--- config.mk ---
export PLATFORM = sky130hd
export DESIGN_NAME = label_centroid_roi_crop_core
export DESIGN_NICKNAME = d
export VERILOG_FILES = /design/src/rtl/core/lccrc_pkg.sv /design/src/rtl/core/lccrc_front.sv /design/src/rtl/core/lccrc_queue.sv /design/src/rtl/core/lccrc_div.sv /design/src/rtl/core/lccrc_back.sv /design/src/rtl/core/label_centroid_roi_crop_core.sv
export SDC_FILE = /design/constraint.sdc
export NUM_CORES = 1
export LEC_CHECK = 0
export BUFFER_PORTS_ARGS = -buffer_cell sky130_fd_sc_hd__buf_2
export CAP_MARGIN = 20
export CORE_UTILIZATION = 60
export CTS_CLUSTER_SIZE = 10
export DETAILED_ROUTE_END_ITERATION = 10
export PLACE_DENSITY = 0.77
export RECOVER_POWER = 25
export SYNTH_ARGS = -nofsm -noshare
export SYNTH_HDL_FRONTEND = slang
export SYNTH_SLANG_ARGS = --single-unit
export TNS_END_PERCENT = 100
--- constraint.sdc ---
create_clock -name clk -period 11.2 [get_ports clk]
set_input_delay 2.24 -clock clk [delete_from_list [all_inputs] [get_ports clk]]
set_output_delay 2.24 -clock clk [all_outputs]
set_load 0.005 [all_outputs]
--- src/rtl/core/lccrc_pkg.sv ---
// ----------------------------------------------------------------------------
// lccrc_pkg
// Shared types and constants of the label centroid and ROI crop core: field
// widths, configuration register indexes and the command word that travels
// from the front end to the back end.
// ----------------------------------------------------------------------------
package lccrc_pkg;

    // Field widths
    localparam int COORD_W = 11;
    localparam int COLOR_W = 24;
    localparam int ROI_W   = 12;
    localparam int SUM_W   = 33;
    localparam int CNT_W   = 23;
    localparam int QUO_W   = 11;

    // Configuration port
    localparam int CFG_IDX_W = 2;
    localparam logic [CFG_IDX_W-1:0] CFG_TARGET_COLOR = 2'd0;
    localparam logic [CFG_IDX_W-1:0] CFG_ROI_WIDTH    = 2'd1;
    localparam logic [CFG_IDX_W-1:0] CFG_ROI_HEIGHT   = 2'd2;

    localparam logic [ROI_W-1:0] ROI_RESET = 12'd100;
    localparam int               ROI_LIMIT = 2048;

    // Frame size defaults
    localparam int DEF_MAX_WIDTH  = 2048;
    localparam int DEF_MAX_HEIGHT = 2048;

    // Command queue depth
    localparam int QUEUE_DEPTH = 4;

    // White for unmatched crop pixels
    localparam logic [7:0]         CHAN_FULL = 8'd255;
    localparam logic [COLOR_W-1:0] WHITE_RGB = {CHAN_FULL, CHAN_FULL, CHAN_FULL};

    localparam logic [CNT_W-1:0] CNT_MAX = {CNT_W{1'b1}};
    localparam logic [SUM_W-1:0] SUM_MAX = {SUM_W{1'b1}};

    // Classified pixel handed from front to back
    typedef struct packed {
        logic               accum;   // matching measure pixel on the frame
        logic               report;  // last pixel of a measure pass
        logic               crop;    // crop-pass pixel on the frame
        logic               match;   // label equals target colour
        logic [COORD_W-1:0] x;
        logic [COORD_W-1:0] y;
        logic [COLOR_W-1:0] image;
    } cmd_t;

endpackage

--- src/rtl/core/lccrc_front.sv ---
// ----------------------------------------------------------------------------
// lccrc_front
// Input side: holds the configuration registers, takes pixels from the input
// queue interface, classifies them and registers one command for the queue.
// Pixels that cause no work are dropped here.
// ----------------------------------------------------------------------------
module lccrc_front #(
    parameter int MAX_WIDTH  = lccrc_pkg::DEF_MAX_WIDTH,
    parameter int MAX_HEIGHT = lccrc_pkg::DEF_MAX_HEIGHT
) (
    input  logic                            clk,
    input  logic                            rst_n,
    // pixel input
    input  logic                            push,
    output logic                            full,
    input  logic                            kind,
    input  logic [lccrc_pkg::COORD_W-1:0]   pixel_x,
    input  logic [lccrc_pkg::COORD_W-1:0]   pixel_y,
    input  logic [lccrc_pkg::COLOR_W-1:0]   label_color,
    input  logic [lccrc_pkg::COLOR_W-1:0]   image_color,
    input  logic                            last_pixel,
    // configuration writes
    input  logic                            cfg_valid,
    output logic                            cfg_ready,
    input  logic [lccrc_pkg::CFG_IDX_W-1:0] cfg_index,
    input  logic [lccrc_pkg::COLOR_W-1:0]   cfg_data,
    output logic [lccrc_pkg::ROI_W-1:0]     roi_width,
    output logic [lccrc_pkg::ROI_W-1:0]     roi_height,
    // command to the queue
    output lccrc_pkg::cmd_t                 cmd,
    output logic                            cmd_valid,
    input  logic                            cmd_ready
);

    localparam int XCLOG = $clog2(MAX_WIDTH + 1);
    localparam int YCLOG = $clog2(MAX_HEIGHT + 1);
    localparam int XCMP_W = (XCLOG > lccrc_pkg::COORD_W) ? XCLOG : lccrc_pkg::COORD_W;
    localparam int YCMP_W = (YCLOG > lccrc_pkg::COORD_W) ? YCLOG : lccrc_pkg::COORD_W;

    logic [lccrc_pkg::COLOR_W-1:0] target_reg;
    logic [lccrc_pkg::ROI_W-1:0]   roi_w_reg;
    logic [lccrc_pkg::ROI_W-1:0]   roi_h_reg;

    logic            valid_reg;
    logic            valid_next;
    lccrc_pkg::cmd_t cmd_reg;
    lccrc_pkg::cmd_t cmd_next;

    logic take;
    logic on_frame;
    logic any_work;

    // Configuration registers: always ready
    assign cfg_ready = 1'b1;

    always_ff @(posedge clk or negedge rst_n)
    begin
        if (!rst_n)
        begin
            target_reg <= '0;
            roi_w_reg  <= lccrc_pkg::ROI_RESET;
            roi_h_reg  <= lccrc_pkg::ROI_RESET;
        end
        else if (cfg_valid)
        begin
            case (cfg_index)
                lccrc_pkg::CFG_TARGET_COLOR: target_reg <= cfg_data;
                lccrc_pkg::CFG_ROI_WIDTH:    roi_w_reg  <= cfg_data[lccrc_pkg::ROI_W-1:0];
                lccrc_pkg::CFG_ROI_HEIGHT:   roi_h_reg  <= cfg_data[lccrc_pkg::ROI_W-1:0];
                default: ;
            endcase
        end
    end

    assign roi_width  = roi_w_reg;
    assign roi_height = roi_h_reg;

    // Classify the incoming pixel
    assign on_frame = (XCMP_W'(pixel_x) < XCMP_W'(MAX_WIDTH)) &&
                      (YCMP_W'(pixel_y) < YCMP_W'(MAX_HEIGHT));

    always_comb
    begin
        cmd_next.match  = (label_color == target_reg);
        cmd_next.accum  = !kind && on_frame && cmd_next.match;
        cmd_next.report = !kind && last_pixel;
        cmd_next.crop   = kind && on_frame;
        cmd_next.x      = pixel_x;
        cmd_next.y      = pixel_y;
        cmd_next.image  = image_color;
    end

    assign any_work = cmd_next.accum || cmd_next.report || cmd_next.crop;
    assign full     = valid_reg && !cmd_ready;
    assign take     = push && !full;

    // Hold the command until the queue takes it
    always_comb
    begin
        valid_next = valid_reg;
        if (take)
        begin
            valid_next = any_work;
        end
        else if (cmd_ready)
        begin
            valid_next = 1'b0;
        end
    end

    always_ff @(posedge clk or negedge rst_n)
    begin
        if (!rst_n)
        begin
            valid_reg <= 1'b0;
        end
        else
        begin
            valid_reg <= valid_next;
        end
    end

    always_ff @(posedge clk)
    begin
        if (take)
        begin
            cmd_reg <= cmd_next;
        end
    end

    assign cmd       = cmd_reg;
    assign cmd_valid = valid_reg;

endmodule

--- src/rtl/core/lccrc_queue.sv ---
// ----------------------------------------------------------------------------
// lccrc_queue
// Short command queue between front and back end, so that either side can
// stall without holding up the other.
// ----------------------------------------------------------------------------
module lccrc_queue #(
    parameter int DEPTH = lccrc_pkg::QUEUE_DEPTH
) (
    input  logic            clk,
    input  logic            rst_n,
    input  lccrc_pkg::cmd_t wr_cmd,
    input  logic            wr_valid,
    output logic            wr_ready,
    output lccrc_pkg::cmd_t rd_cmd,
    output logic            rd_valid,
    input  logic            rd_ready
);

    localparam int PTR_W = (DEPTH > 1) ? $clog2(DEPTH) : 1;
    localparam int CNT_W = $clog2(DEPTH + 1);

    lccrc_pkg::cmd_t entry_reg [DEPTH];

    logic [PTR_W-1:0] wr_ptr_reg;
    logic [PTR_W-1:0] wr_ptr_next;
    logic [PTR_W-1:0] rd_ptr_reg;
    logic [PTR_W-1:0] rd_ptr_next;
    logic [CNT_W-1:0] count_reg;
    logic [CNT_W-1:0] count_next;

    logic do_wr;
    logic do_rd;

    assign wr_ready = (count_reg != CNT_W'(DEPTH));
    assign rd_valid = (count_reg != '0);
    assign do_wr    = wr_valid && wr_ready;
    assign do_rd    = rd_valid && rd_ready;
    assign rd_cmd   = entry_reg[rd_ptr_reg];

    // Advance pointers with wrap at the depth
    always_comb
    begin
        wr_ptr_next = wr_ptr_reg;
        rd_ptr_next = rd_ptr_reg;
        count_next  = count_reg;
        if (do_wr)
        begin
            wr_ptr_next = (wr_ptr_reg == PTR_W'(DEPTH - 1)) ? '0 : wr_ptr_reg + 1'b1;
        end
        if (do_rd)
        begin
            rd_ptr_next = (rd_ptr_reg == PTR_W'(DEPTH - 1)) ? '0 : rd_ptr_reg + 1'b1;
        end
        if (do_wr && !do_rd)
        begin
            count_next = count_reg + 1'b1;
        end
        else if (do_rd && !do_wr)
        begin
            count_next = count_reg - 1'b1;
        end
    end

    always_ff @(posedge clk or negedge rst_n)
    begin
        if (!rst_n)
        begin
            wr_ptr_reg <= '0;
            rd_ptr_reg <= '0;
            count_reg  <= '0;
        end
        else
        begin
            wr_ptr_reg <= wr_ptr_next;
            rd_ptr_reg <= rd_ptr_next;
            count_reg  <= count_next;
        end
    end

    always_ff @(posedge clk)
    begin
        if (do_wr)
        begin
            entry_reg[wr_ptr_reg] <= wr_cmd;
        end
    end

endmodule

--- src/rtl/core/lccrc_div.sv ---
// ----------------------------------------------------------------------------
// lccrc_div
// Restoring divider, one quotient bit per cycle. The dividend is a sum of
// coordinates and the divisor their count, so the quotient always fits the
// coordinate width and only those bits are developed.
// ----------------------------------------------------------------------------
module lccrc_div (
    input  logic                          clk,
    input  logic                          rst_n,
    input  logic                          start,
    input  logic [lccrc_pkg::SUM_W-1:0]   dividend,
    input  logic [lccrc_pkg::CNT_W-1:0]   divisor,
    output logic                          done,
    output logic [lccrc_pkg::QUO_W-1:0]   quotient
);

    localparam int QW   = lccrc_pkg::QUO_W;
    localparam int RW   = lccrc_pkg::CNT_W;
    localparam int STPW = $clog2(QW + 1);

    logic [RW-1:0]   rem_reg;
    logic [RW-1:0]   rem_next;
    logic [QW-1:0]   low_reg;
    logic [QW-1:0]   low_next;
    logic [QW-1:0]   quo_reg;
    logic [QW-1:0]   quo_next;
    logic [STPW-1:0] step_reg;
    logic [STPW-1:0] step_next;
    logic            busy_reg;
    logic            busy_next;
    logic            done_reg;
    logic            done_next;

    logic [RW:0] trial;
    logic [RW:0] diff;
    logic        fits;

    // One trial subtraction per cycle
    assign trial = {rem_reg, low_reg[QW-1]};
    assign diff  = trial - {1'b0, divisor};
    assign fits  = (trial >= {1'b0, divisor});

    always_comb
    begin
        rem_next  = rem_reg;
        low_next  = low_reg;
        quo_next  = quo_reg;
        step_next = step_reg;
        busy_next = busy_reg;
        done_next = 1'b0;
        if (start)
        begin
            rem_next  = RW'(dividend[lccrc_pkg::SUM_W-1:QW]);
            low_next  = dividend[QW-1:0];
            step_next = STPW'(QW);
            busy_next = 1'b1;
        end
        else if (busy_reg)
        begin
            rem_next  = fits ? diff[RW-1:0] : trial[RW-1:0];
            low_next  = {low_reg[QW-2:0], 1'b0};
            quo_next  = {quo_reg[QW-2:0], fits};
            step_next = step_reg - 1'b1;
            if (step_reg == STPW'(1))
            begin
                busy_next = 1'b0;
                done_next = 1'b1;
            end
        end
    end

    always_ff @(posedge clk or negedge rst_n)
    begin
        if (!rst_n)
        begin
            busy_reg <= 1'b0;
            done_reg <= 1'b0;
            step_reg <= '0;
        end
        else
        begin
            busy_reg <= busy_next;
            done_reg <= done_next;
            step_reg <= step_next;
        end
    end

    always_ff @(posedge clk)
    begin
        rem_reg <= rem_next;
        low_reg <= low_next;
        quo_reg <= quo_next;
    end

    assign done     = done_reg;
    assign quotient = quo_reg;

endmodule

--- src/rtl/core/lccrc_back.sv ---
// ----------------------------------------------------------------------------
// lccrc_back
// Execution side: takes commands from the queue, keeps the coordinate sums,
// runs the centroid division at the end of a measure pass, tests crop pixels
// against the window and holds the result for the output interface.
// ----------------------------------------------------------------------------
module lccrc_back (
    input  logic                          clk,
    input  logic                          rst_n,
    // command queue head
    input  lccrc_pkg::cmd_t               head,
    input  logic                          head_valid,
    output logic                          head_pop,
    input  logic [lccrc_pkg::ROI_W-1:0]   roi_width,
    input  logic [lccrc_pkg::ROI_W-1:0]   roi_height,
    // divider
    output logic                          div_start,
    output logic [lccrc_pkg::SUM_W-1:0]   div_dividend,
    output logic [lccrc_pkg::CNT_W-1:0]   div_divisor,
    input  logic                          div_done,
    input  logic [lccrc_pkg::QUO_W-1:0]   div_quotient,
    // result output
    output logic                          empty,
    input  logic                          pop,
    output logic                          result_kind,
    output logic                          object_found,
    output logic [lccrc_pkg::COORD_W-1:0] center_x,
    output logic [lccrc_pkg::COORD_W-1:0] center_y,
    output logic [lccrc_pkg::COORD_W-1:0] window_x,
    output logic [lccrc_pkg::COORD_W-1:0] window_y,
    output logic [lccrc_pkg::COLOR_W-1:0] pixel_color
);

    localparam int CW = lccrc_pkg::COORD_W;
    localparam int SW = lccrc_pkg::SUM_W;
    localparam int NW = lccrc_pkg::CNT_W;
    localparam int DW = CW + 2;

    localparam logic [1:0] ST_IDLE   = 2'd0;
    localparam logic [1:0] ST_LOAD_X = 2'd1;
    localparam logic [1:0] ST_WAIT_X = 2'd2;
    localparam logic [1:0] ST_WAIT_Y = 2'd3;

    logic [1:0]    state_reg;
    logic [1:0]    state_next;
    logic [SW-1:0] sum_x_reg;
    logic [SW-1:0] sum_x_next;
    logic [SW-1:0] sum_y_reg;
    logic [SW-1:0] sum_y_next;
    logic [NW-1:0] count_reg;
    logic [NW-1:0] count_next;
    logic [CW-1:0] cen_x_reg;
    logic [CW-1:0] cen_x_next;
    logic [CW-1:0] cen_y_reg;
    logic [CW-1:0] cen_y_next;
    logic          found_reg;
    logic          found_next;

    logic                          out_valid_reg;
    logic                          out_valid_next;
    logic                          out_load;
    logic                          kind_reg;
    logic                          kind_next;
    logic                          ofound_reg;
    logic                          ofound_next;
    logic [CW-1:0]                 ocx_reg;
    logic [CW-1:0]                 ocx_next;
    logic [CW-1:0]                 ocy_reg;
    logic [CW-1:0]                 ocy_next;
    logic [CW-1:0]                 owx_reg;
    logic [CW-1:0]                 owx_next;
    logic [CW-1:0]                 owy_reg;
    logic [CW-1:0]                 owy_next;
    logic [lccrc_pkg::COLOR_W-1:0] ocol_reg;
    logic [lccrc_pkg::COLOR_W-1:0] ocol_next;

    logic          need_out;
    logic          can_out;
    logic          acc_ok;
    logic [SW:0]   add_x;
    logic [SW:0]   add_y;
    logic [SW-1:0] sat_x;
    logic [SW-1:0] sat_y;
    logic [NW-1:0] count_after;

    logic [CW-1:0] half_w;
    logic [CW-1:0] half_h;
    logic [DW-1:0] dx;
    logic [DW-1:0] dy;
    logic          in_x;
    logic          in_y;

    // Take the head when idle and, if it may give a result, the slot is free
    assign need_out = head.report || head.crop;
    assign can_out  = !out_valid_reg || pop;
    assign head_pop = (state_reg == ST_IDLE) && head_valid && (!need_out || can_out);

    // Saturating accumulation
    assign acc_ok = head.accum && (count_reg != lccrc_pkg::CNT_MAX);
    assign add_x  = {1'b0, sum_x_reg} + (SW + 1)'(head.x);
    assign add_y  = {1'b0, sum_y_reg} + (SW + 1)'(head.y);
    assign sat_x  = add_x[SW] ? lccrc_pkg::SUM_MAX : add_x[SW-1:0];
    assign sat_y  = add_y[SW] ? lccrc_pkg::SUM_MAX : add_y[SW-1:0];
    assign count_after = acc_ok ? count_reg + 1'b1 : count_reg;

    // Half window sizes, clamped to the ROI limit
    assign half_w = roi_width[lccrc_pkg::ROI_W-1] ? CW'(lccrc_pkg::ROI_LIMIT / 2)
                                                  : CW'(roi_width[lccrc_pkg::ROI_W-2:1]);
    assign half_h = roi_height[lccrc_pkg::ROI_W-1] ? CW'(lccrc_pkg::ROI_LIMIT / 2)
                                                   : CW'(roi_height[lccrc_pkg::ROI_W-2:1]);

    // Offset from window origin; inside when 0 <= offset < twice the half size
    assign dx   = DW'(head.x) - DW'(cen_x_reg) + DW'(half_w);
    assign dy   = DW'(head.y) - DW'(cen_y_reg) + DW'(half_h);
    assign in_x = !dx[DW-1] && (dx[DW-2:0] < {half_w, 1'b0});
    assign in_y = !dy[DW-1] && (dy[DW-2:0] < {half_h, 1'b0});

    assign div_divisor = count_reg;

    always_comb
    begin
        state_next   = state_reg;
        sum_x_next   = sum_x_reg;
        sum_y_next   = sum_y_reg;
        count_next   = count_reg;
        cen_x_next   = cen_x_reg;
        cen_y_next   = cen_y_reg;
        found_next   = found_reg;
        div_start    = 1'b0;
        div_dividend = sum_x_reg;
        out_load     = 1'b0;
        kind_next    = kind_reg;
        ofound_next  = ofound_reg;
        ocx_next     = ocx_reg;
        ocy_next     = ocy_reg;
        owx_next     = owx_reg;
        owy_next     = owy_reg;
        ocol_next    = ocol_reg;

        case (state_reg)
            ST_IDLE:
            begin
                if (head_pop)
                begin
                    if (acc_ok)
                    begin
                        sum_x_next = sat_x;
                        sum_y_next = sat_y;
                        count_next = count_after;
                    end
                    if (head.report)
                    begin
                        if (count_after == '0)
                        begin
                            // No match in this pass: report at once
                            cen_x_next  = '0;
                            cen_y_next  = '0;
                            found_next  = 1'b0;
                            out_load    = 1'b1;
                            kind_next   = 1'b0;
                            ofound_next = 1'b0;
                            ocx_next    = '0;
                            ocy_next    = '0;
                            owx_next    = '0;
                            owy_next    = '0;
                            ocol_next   = '0;
                        end
                        else
                        begin
                            state_next = ST_LOAD_X;
                        end
                    end
                    if (head.crop && found_reg && in_x && in_y)
                    begin
                        out_load    = 1'b1;
                        kind_next   = 1'b1;
                        ofound_next = 1'b1;
                        ocx_next    = cen_x_reg;
                        ocy_next    = cen_y_reg;
                        owx_next    = dx[CW-1:0];
                        owy_next    = dy[CW-1:0];
                        ocol_next   = head.match ? head.image : lccrc_pkg::WHITE_RGB;
                    end
                end
            end
            ST_LOAD_X:
            begin
                div_start    = 1'b1;
                div_dividend = sum_x_reg;
                state_next   = ST_WAIT_X;
            end
            ST_WAIT_X:
            begin
                if (div_done)
                begin
                    cen_x_next   = div_quotient;
                    div_start    = 1'b1;
                    div_dividend = sum_y_reg;
                    state_next   = ST_WAIT_Y;
                end
            end
            ST_WAIT_Y:
            begin
                if (div_done)
                begin
                    // Latch centroid, report it and clear the sums
                    cen_y_next  = div_quotient;
                    found_next  = 1'b1;
                    sum_x_next  = '0;
                    sum_y_next  = '0;
                    count_next  = '0;
                    out_load    = 1'b1;
                    kind_next   = 1'b0;
                    ofound_next = 1'b1;
                    ocx_next    = cen_x_reg;
                    ocy_next    = div_quotient;
                    owx_next    = '0;
                    owy_next    = '0;
                    ocol_next   = '0;
                    state_next  = ST_IDLE;
                end
            end
            default:
            begin
                state_next = ST_IDLE;
            end
        endcase
    end

    // Result slot: load overrides drain
    always_comb
    begin
        out_valid_next = out_valid_reg;
        if (out_load)
        begin
            out_valid_next = 1'b1;
        end
        else if (pop)
        begin
            out_valid_next = 1'b0;
        end
    end

    always_ff @(posedge clk or negedge rst_n)
    begin
        if (!rst_n)
        begin
            state_reg     <= ST_IDLE;
            sum_x_reg     <= '0;
            sum_y_reg     <= '0;
            count_reg     <= '0;
            cen_x_reg     <= '0;
            cen_y_reg     <= '0;
            found_reg     <= 1'b0;
            out_valid_reg <= 1'b0;
        end
        else
        begin
            state_reg     <= state_next;
            sum_x_reg     <= sum_x_next;
            sum_y_reg     <= sum_y_next;
            count_reg     <= count_next;
            cen_x_reg     <= cen_x_next;
            cen_y_reg     <= cen_y_next;
            found_reg     <= found_next;
            out_valid_reg <= out_valid_next;
        end
    end

    always_ff @(posedge clk)
    begin
        kind_reg   <= kind_next;
        ofound_reg <= ofound_next;
        ocx_reg    <= ocx_next;
        ocy_reg    <= ocy_next;
        owx_reg    <= owx_next;
        owy_reg    <= owy_next;
        ocol_reg   <= ocol_next;
    end

    assign empty        = !out_valid_reg;
    assign result_kind  = kind_reg;
    assign object_found = ofound_reg;
    assign center_x     = ocx_reg;
    assign center_y     = ocy_reg;
    assign window_x     = owx_reg;
    assign window_y     = owy_reg;
    assign pixel_color  = ocol_reg;

endmodule

--- src/rtl/core/label_centroid_roi_crop_core.sv ---
// ----------------------------------------------------------------------------
// label_centroid_roi_crop_core
// Blob centroid and ROI crop over a frame streamed twice in raster order.
// ----------------------------------------------------------------------------
// Pixels are taken at one per clock: a front register and a four-entry
// command queue let the input run on while the result register waits to be
// popped. Measure-pass pixels give no result; the last one of a pass gives a
// centroid report once one shared restoring divider, which develops one
// quotient bit a cycle, has run first for the column then for the row.
// Crop-pass pixels inside the window give one result each, loaded into the
// result register as the back end takes them from the queue head. Input
// stalls (full) only when the queue fills, during the division or while
// results are not popped. There is no clearing pass after reset.
// ----------------------------------------------------------------------------
module label_centroid_roi_crop_core #(
    parameter int MAX_WIDTH  = lccrc_pkg::DEF_MAX_WIDTH,
    parameter int MAX_HEIGHT = lccrc_pkg::DEF_MAX_HEIGHT
) (
    input  logic                            clk,
    input  logic                            rst_n,
    // pixel input
    input  logic                            push,
    output logic                            full,
    input  logic                            kind,
    input  logic [lccrc_pkg::COORD_W-1:0]   pixel_x,
    input  logic [lccrc_pkg::COORD_W-1:0]   pixel_y,
    input  logic [lccrc_pkg::COLOR_W-1:0]   label_color,
    input  logic [lccrc_pkg::COLOR_W-1:0]   image_color,
    input  logic                            last_pixel,
    // results
    output logic                            empty,
    input  logic                            pop,
    output logic                            result_kind,
    output logic                            object_found,
    output logic [lccrc_pkg::COORD_W-1:0]   center_x,
    output logic [lccrc_pkg::COORD_W-1:0]   center_y,
    output logic [lccrc_pkg::COORD_W-1:0]   window_x,
    output logic [lccrc_pkg::COORD_W-1:0]   window_y,
    output logic [lccrc_pkg::COLOR_W-1:0]   pixel_color,
    // configuration
    input  logic                            cfg_valid,
    output logic                            cfg_ready,
    input  logic [lccrc_pkg::CFG_IDX_W-1:0] cfg_index,
    input  logic [lccrc_pkg::COLOR_W-1:0]   cfg_data
);

    lccrc_pkg::cmd_t front_cmd;
    logic            front_valid;
    logic            queue_ready;
    lccrc_pkg::cmd_t head_cmd;
    logic            head_valid;
    logic            head_pop;

    logic [lccrc_pkg::ROI_W-1:0]   roi_width;
    logic [lccrc_pkg::ROI_W-1:0]   roi_height;
    logic                          div_start;
    logic [lccrc_pkg::SUM_W-1:0]   div_dividend;
    logic [lccrc_pkg::CNT_W-1:0]   div_divisor;
    logic                          div_done;
    logic [lccrc_pkg::QUO_W-1:0]   div_quotient;

    lccrc_front #(
        .MAX_WIDTH  (MAX_WIDTH),
        .MAX_HEIGHT (MAX_HEIGHT)
    ) u_front (
        .clk         (clk),
        .rst_n       (rst_n),
        .push        (push),
        .full        (full),
        .kind        (kind),
        .pixel_x     (pixel_x),
        .pixel_y     (pixel_y),
        .label_color (label_color),
        .image_color (image_color),
        .last_pixel  (last_pixel),
        .cfg_valid   (cfg_valid),
        .cfg_ready   (cfg_ready),
        .cfg_index   (cfg_index),
        .cfg_data    (cfg_data),
        .roi_width   (roi_width),
        .roi_height  (roi_height),
        .cmd         (front_cmd),
        .cmd_valid   (front_valid),
        .cmd_ready   (queue_ready)
    );

    lccrc_queue #(
        .DEPTH (lccrc_pkg::QUEUE_DEPTH)
    ) u_queue (
        .clk      (clk),
        .rst_n    (rst_n),
        .wr_cmd   (front_cmd),
        .wr_valid (front_valid),
        .wr_ready (queue_ready),
        .rd_cmd   (head_cmd),
        .rd_valid (head_valid),
        .rd_ready (head_pop)
    );

    lccrc_div u_div (
        .clk      (clk),
        .rst_n    (rst_n),
        .start    (div_start),
        .dividend (div_dividend),
        .divisor  (div_divisor),
        .done     (div_done),
        .quotient (div_quotient)
    );

    lccrc_back u_back (
        .clk          (clk),
        .rst_n        (rst_n),
        .head         (head_cmd),
        .head_valid   (head_valid),
        .head_pop     (head_pop),
        .roi_width    (roi_width),
        .roi_height   (roi_height),
        .div_start    (div_start),
        .div_dividend (div_dividend),
        .div_divisor  (div_divisor),
        .div_done     (div_done),
        .div_quotient (div_quotient),
        .empty        (empty),
        .pop          (pop),
        .result_kind  (result_kind),
        .object_found (object_found),
        .center_x     (center_x),
        .center_y     (center_y),
        .window_x     (window_x),
        .window_y     (window_y),
        .pixel_color  (pixel_color)
    );

endmodule

# [Word level (Yosys, flattened, before mapping)]
# Memory sizes are Yosys's and may differ from the RTL's.
# Index checks and enable logic that the tools add are counted.
[word_totals] regBits=342 mem_bits_rw=200 input_bits=103 output_inout_bits=73 word_cells=214 memories=1
[op_classes] n_addsub=13 magnitude_cmp=3 eq_ne=20 n_mux=91 bitwise=1 reduce_logical=49
[mem_list] name="u_queue.entry_reg" words=4 word_bits=50 rd=1 rd_clocked_by_memory_dff=0 wr=1 line="lccrc_queue.sv:22" rtl="lccrc_pkg::cmd_t entry_reg [DEPTH];"
[op_table] operator="$mux 33" count=9
[op_table] operator="$mux 11" count=18
[op_table] operator="$mux 24" count=6
[op_table] operator="$pmux 11 s2" count=6
[op_table] operator="$pmux 33 s2" count=2
[op_table] operator="$mux 23" count=5
[op_table] operator="$add 33x11->34" count=2
[op_table] operator="$pmux 24 s2" count=1
[op_table] operator="$pmux 23 s2" count=1
[op_table] operator="$mux 22" count=2
[op_table] operator="$add 13x11->13" count=2
[op_table] operator="$eq 24x24->1" count=1
[op_table] operator="$ge 24x23->1" count=1
[op_table] operator="$lt 12x12->1" count=2
[op_table] operator="$mux 1" count=24
[op_table] operator="$sub 11x11->12" count=2
[op_table] operator="$add 23x1->23 const B" count=1
[op_table] operator="$logic_not 23->1" count=1
[op_table] operator="$ne 23x23->1 const B" count=1
[op_table] operator="$sub 23x23->23" count=1
[op_table] operator="$reduce_and 5->1" count=4
[op_table] operator="$logic_and 1x1->1" count=16
[op_table] operator="$mux 2" count=7
[op_table] operator="$reduce_bool 2->1" count=6
[op_table] operator="other kinds (22)" count=56

# [Depth between registers and ports, before layout]
# An unclocked memory read counts as a cell.
[depth] word_depth=11 mapped_depth=33 depth_no_buf=28

# [By module]
# From an unflattened synthesis, not the netlist that was laid out.
[unflattened] cells_unflattened=2384 hier_area_um2=27809.2
[by_module_without_submodules] mod="lccrc_back" n_inst=1 cells_each=1475 area_each_um2=12684.7 seq_area_each_um2=4979.8
[by_module_without_submodules] mod="lccrc_queue" n_inst=1 cells_each=298 area_each_um2=7638.6 seq_area_each_um2=6180.9
[by_module_without_submodules] mod="lccrc_div" n_inst=1 cells_each=414 area_each_um2=3816.2 seq_area_each_um2=1491.4
[by_module_without_submodules] mod="lccrc_front" n_inst=1 cells_each=197 area_each_um2=3669.8 seq_area_each_um2=2735.1

# [Worst setup path after synthesis]
# Ideal clock, no wire load.
[synth_timing] path_kind="register -> register" start="register u_queue.rd_ptr_reg[1]" end="register u_back.ocx_reg[0], in the netlist u_back.center_x[0] (enable)" setup_ns=0.490 arrival_ns=8.709 t_required_ns=10.710 setup_slack_ns=2.001 stages_incl_launch_ff=32 path_buffers=3 period_less_slack_ns=9.199 path_cell_list="dfrtp_1 -> clkbuf_1 -> clkbuf_1 -> clkbuf_1 -> mux4_2 -> inv_1 -> ha_1 -> inv_1 -> fa_1 -> a21o_1 -> a21oi_1 -> o21bai_1 -> a21oi_1 -> o21bai_1 -> a21oi_1 -> xnor2_1 -> ha_1 -> and2_1 -> a311oi_1 -> o21bai_1 -> a21oi_1 -> xor2_1 -> ha_1 -> a22oi_1 -> nand2_1 -> nor4_1 -> nand4_1 -> a31oi_1 -> o311a_1 -> o31ai_1 -> and2_1 -> a211oi_2"
[synth_via] elab_chain_len=9 word_cells_on_any_way=25 cone_classes="add/sub: 4; order compare: 2; eq/ne: 3; mux: 1; reduce/logical: 14; memory: 1"
[synth_rtl] item="from (decl)" line="lccrc_queue.sv:26" rtl="logic [PTR_W-1:0] rd_ptr_reg;"
[synth_rtl] item="from (signal assigned)" line="lccrc_queue.sv:75" rtl="rd_ptr_reg <= rd_ptr_next;"
[synth_rtl] item="$mem_v2 4x50 *"
[synth_rtl] item="$sub 11x11->12" line="lccrc_back.sv:113" rtl="assign dx = DW'(head.x) - DW'(cen_x_reg) + DW'(half_w);"
[synth_rtl] item="$add 13x11->13" line="lccrc_back.sv:113"
[synth_rtl] item="$lt 12x12->1 / $logic_not 1->1 (equally long branches)" line="lccrc_back.sv:115" rtl="assign in_x = !dx[DW-1] && (dx[DW-2:0] < {half_w, 1'b0});"
[synth_rtl] item="$logic_and 1x1->1" line="lccrc_back.sv:115"
[synth_rtl] item="$logic_and 1x1->1 (2 in series)" line="lccrc_back.sv:173" rtl="if (head.crop && found_reg && in_x && in_y)"
[synth_rtl] item="$ne 3x2->1 (no source line) / $ne 3x3->1 (equally long branches)"
[synth_rtl] item="$reduce_and 5->1 (no source line) *"
[synth_rtl] item="to (signal assigned)" line="lccrc_back.sv:274" rtl="ocx_reg <= ocx_next;"
[synth_rtl] item="to (decl)" line="lccrc_back.sv:66" rtl="logic [CW-1:0] ocx_reg;"
# Every way passes the cells marked *; elsewhere a longest branch is shown, timed or not.
# A chain may end at the register's enable or synchronous reset.

# [Final worst setup path]
[layout_timing] start="register u_queue.rd_ptr_reg[0]" end="register u_back.ocol_reg (netlist bit u_back.pixel_color[7]) (enable)"
[layout_via] elab_chain_len=9 word_cells_on_any_way=25 cone_classes="add/sub: 4; order compare: 2; eq/ne: 3; mux: 1; reduce/logical: 14; memory: 1"
[layout_rtl] item="$mem_v2 4x50 *"
[layout_rtl] item="$sub 11x11->12" line="lccrc_back.sv:113"
[layout_rtl] item="$add 13x11->13" line="lccrc_back.sv:113"
[layout_rtl] item="$lt 12x12->1 / $logic_not 1->1 (equally long branches)" line="lccrc_back.sv:115"
[layout_rtl] item="$logic_and 1x1->1" line="lccrc_back.sv:115"
[layout_rtl] item="$logic_and 1x1->1 (2 in series)" line="lccrc_back.sv:173"
[layout_rtl] item="$ne 3x2->1 (no source line) / $ne 3x3->1 (equally long branches)"
[layout_rtl] item="$reduce_and 5->1 (no source line) *"
[layout_rtl] item="to (signal assigned)" line="lccrc_back.sv:278" rtl="ocol_reg <= ocol_next;"
[layout_rtl] item="to (decl)" line="lccrc_back.sv:74" rtl="logic [lccrc_pkg::COLOR_W-1:0] ocol_reg;"
# Marked as above.

==> impl_metrics.json <==
{
  "status": "finished, violations left",
  "violations": "max-capacitance violations, max-slew violations",
  "synth_cells": 2233,
  "ys_seq_elements": 540,
  "cts_buffer_depth": 3,
  "chipWidth_um": 215,
  "cts.clk_slew.worst_paths_ns": 0.06,
  "layout-drive-gt1-share": 0.165,
  "ir_worst_vdd_v": 0.000219,
  "clkLatencyLatePin_ns": 0.63,
  "seqPwrFrac": 0.315,
  "hold_viol_final": 0,
  "routed_wirelength_um": 66300,
  "p_per_area_nw_per_um2": 337,
  "setup_tns_ns": 0,
  "combPwrFrac": 0.505,
  "period_needed_ns": 8.01,
  "critical_path_required_ns": 11.44,
  "postCtsResizedCells": 0,
  "antenna_found_initial": 2,
  "area_delta_synth_final_pct": 12.3,
  "finClkSkew_ns": 0.0223,
  "grt_max_degree": 101,
  "max_cap_violations": 4,
  "min_path_type": "flip-flop to flip-flop",
  "yosysMostFrequentCell": "edfxtp_1",
  "synth_area_leaders": "edfxtp_1 (40%), dfrtp_1 (16%), ha_1 (5.6%)",
  "ys_types": 83,
  "viasPerCell": 6.23,
  "netSwitchingFraction": 0.411,
  "start_util": 0.610,
  "htreeDepth": 2,
  "cts_sinks": 540,
  "setup_violations": 0,
  "worst_pin_slew_ns": 1.76,
  "grt_pass1_wl_um": 104000,
  "seq_area_frac_synth": 0.566,
  "track_usage": 0.291,
  "grt_pass1_vias": 18823,
  "finalMaxSlewViolations": 99,
  "wire_per_inst_um": 21.8,
  "fp.dieH_um": 215,
  "first_pass_iters": 5,
  "n_fill_cell": 3121,
  "synth_nets": 2466,
  "worstSetupPathType": "flip-flop to flip-flop",
  "root_buffer": "clkbuf_16",
  "crit_arrival_ns": 8.25,
  "largest_register_ffs": 200,
  "ant_nets": 0,
  "synth_ff_type": "edfxtp_1",
  "cts_setup_buffers": 0,
  "fin_crit_sh": 0.715,
  "fin_hold_ws_ns": 0.497,
  "finish.net_count": 2629,
  "async_reset_ff_frac": 0.324,
  "grt-ovfl-total": 0,
  "rows": 77,
  "slew_headroom": -0.172,
  "rsz0062_at_grt": "no",
  "netlist_area_um2": 27100,
  "cts_buffers": 61,
  "pre_cts_slack_ns": 3.31,
  "ys_top_cells_by_count": "edfxtp_1 (364), nand2_1 (184), dfrtp_1 (169), nor2_1 (130), ha_1 (122)",
  "core-area_um2": 44400,
  "die_area_um2": 46000,
  "syn_avg_cell_area_um2": 12.1,
  "ctsHoldBuffers": 0,
  "start_kind": "flip-flop",
  "io_buffers": 174,
  "drc": 0,
  "gp_congestion": 0.944,
  "dr_total_vias": 18957,
  "cp_max_fo": 70,
  "crit_path_end_kind": "flip-flop",
  "switchingPower_w": 0.00422,
  "synth_edf_count": 364,
  "synth_top_cell_by_area": "edfxtp_1",
  "max_freq_mhz": 125,
  "yosysWarnings": 0,
  "p_leak_nw": 11.9,
  "hpwl_um": 44300,
  "ios": 176,
  "cts_tree": "built",
  "drtIter0Drc": 1880,
  "clock_power_share": 0.181,
  "p_int_w": 0.00603,
  "yosysTopAreaCellShare": 0.403,
  "layout_setup_ws_ns": 3.19
}
through the flow:
| stage | total power (W) | cell area [µm²] | util | std cells |
|---|---|---|---|---|
| 6_report | 0.0102 | 30400 | 0.685 | 3041 |
| 3_3_place_gp | 0.00810 | 28600 | 0.643 | 2923 |
| 3_5_place_dp | 0.00829 | 28600 | 0.643 | 2924 |
| 5_1_grt | 0.0110 | 30400 | 0.685 | 3041 |
| 2_1_floorplan | 0.00691 | 27100 | - | 2233 |
| 4_1_cts | 0.0102 | 30400 | 0.685 | 3039 |
layer usage:
layer | GRT usage | share of wire | up-vias | routed length [µm]
met3 | 0.0458 | 0.075 | 129 | 4980
li1 | - | - | 8685 | -
met1 | 0.397 | 0.41 | 9362 | 27000
met5 | 0 | 0.00023 | - | 15
met2 | 0.475 | 0.49 | 779 | 32300
met4 | 0.108 | 0.030 | 2 | 2000
final cells by class:
| cell class | instances | area (µm²) | share of cell area |
|---|---|---|---|
| Antenna cell | 1 | 2.50 | 0.0000822 |
| Tap cell | 592 | 741 | 0.0243 |
| Multi-Input combinational cell | 1474 | 10900 | 0.360 |
| Clock buffer | 111 | 1790 | 0.0587 |
| Inverter | 116 | 435 | 0.0143 |
| Sequential cell | 540 | 15300 | 0.504 |
| Clock inverter | 4 | 67.6 | 0.00222 |
| Timing Repair Buffer | 203 | 1100 | 0.0362 |
worst max-delay path, cell delays in order, from the launching register on:
cell	delay [ns]
dfrtp_4	0.73
buf_4	0.61
mux4_2	0.62
ha_1	0.34
a21o_1	0.19
a21oi_1	0.24
o21bai_1	0.10
a21oi_1	0.25
o21bai_1	0.09
a21oi_1	0.22
xnor2_1	0.15
ha_1	0.29
and2_1	0.17
a311oi_1	0.43
o21bai_1	0.11
a21oi_1	0.18
xor2_1	0.16
ha_1	0.29
a22oi_1	0.18
nand2_1	0.07
nor4_1	0.17
nand4_1	0.12
a31oi_1	0.17
o311a_1	0.20
o31ai_1	0.16
and2_1	0.24
a211oi_4	0.23
buf_4	0.75
power groups by stage:
| stage | clock [W] | combinational (W) | sequential, W |
|---|---|---|---|
| global route | 0.00196 | 0.00573 | 0.00328 |
| CTS | 0.00188 | 0.00512 | 0.00322 |
| finish | 0.00185 | 0.00517 | 0.00322 |
| global placement | 0 | 0.00488 | 0.00321 |
| detailed placement | 0 | 0.00505 | 0.00324 |
| floorplan | 0 | 0.00379 | 0.00312 |
kinds of logic after synthesis:
family / Yosys count / share of synthesized area
AO/OA/AOI/OAI: 523 / 0.129
XOR/XNOR: 106 / 0.0343
adder cells (fa/ha/maj): 130 / 0.0622
buffers and inverters: 219 / 0.0319
flip-flops: 540 / 0.566
multiplexers: 122 / 0.0700
other: 1 / 0.000138
AND/OR/NAND/NOR: 592 / 0.106
cell usage in the layout (no fill, tap or decap), drive strengths merged, types with 9 or more instances in the layout:
cell    instances
edfxtp        364
buf           193
nand2         184
dfrtp         169
nor2          130
ha            122
clkbuf        121
a21oi         117
inv           114
o21ai         101
xnor2          64
mux2           51
mux4           49
a31oi          46
nor3           46
and3           43
xor2           42
o21a           40
and2           40
nand3          36
a21o           29
nand4          25
a22o           23
mux2i          22
a211oi         20
nand2b         18
o31ai          17
o22a           16
a311oi         15
nor2b          15
o21bai         14
or3            14
nor4           13
a22oi          12
o211ai         11
or2            10
a41oi           9
path summary, 6_finish.rpt:
| path | startpoint | end | slack (ns) | cells after the start |
|---|---|---|---|---|
| setup / recovery | u_queue.rd_ptr_reg[0] | u_back.pixel_color[7] | 3.19 | 27 |
| hold reg to reg | u_front.cmd[9] | u_queue.entry_reg[0][9] | 0.50 | 0 |
| min in group asynchronous | rst_n | u_back.cen_x_reg[7] | 1.74 | 1 |
| hold / removal | u_front.cmd[9] | u_queue.entry_reg[0][9] | 0.50 | 0 |
| setup reg to reg | u_queue.rd_ptr_reg[0] | u_back.pixel_color[7] | 3.19 | 27 |
| max in group asynchronous | rst_n | u_queue.rd_ptr_reg[0] | 8.15 | 3 |
(Power assumes the default switching activity.)
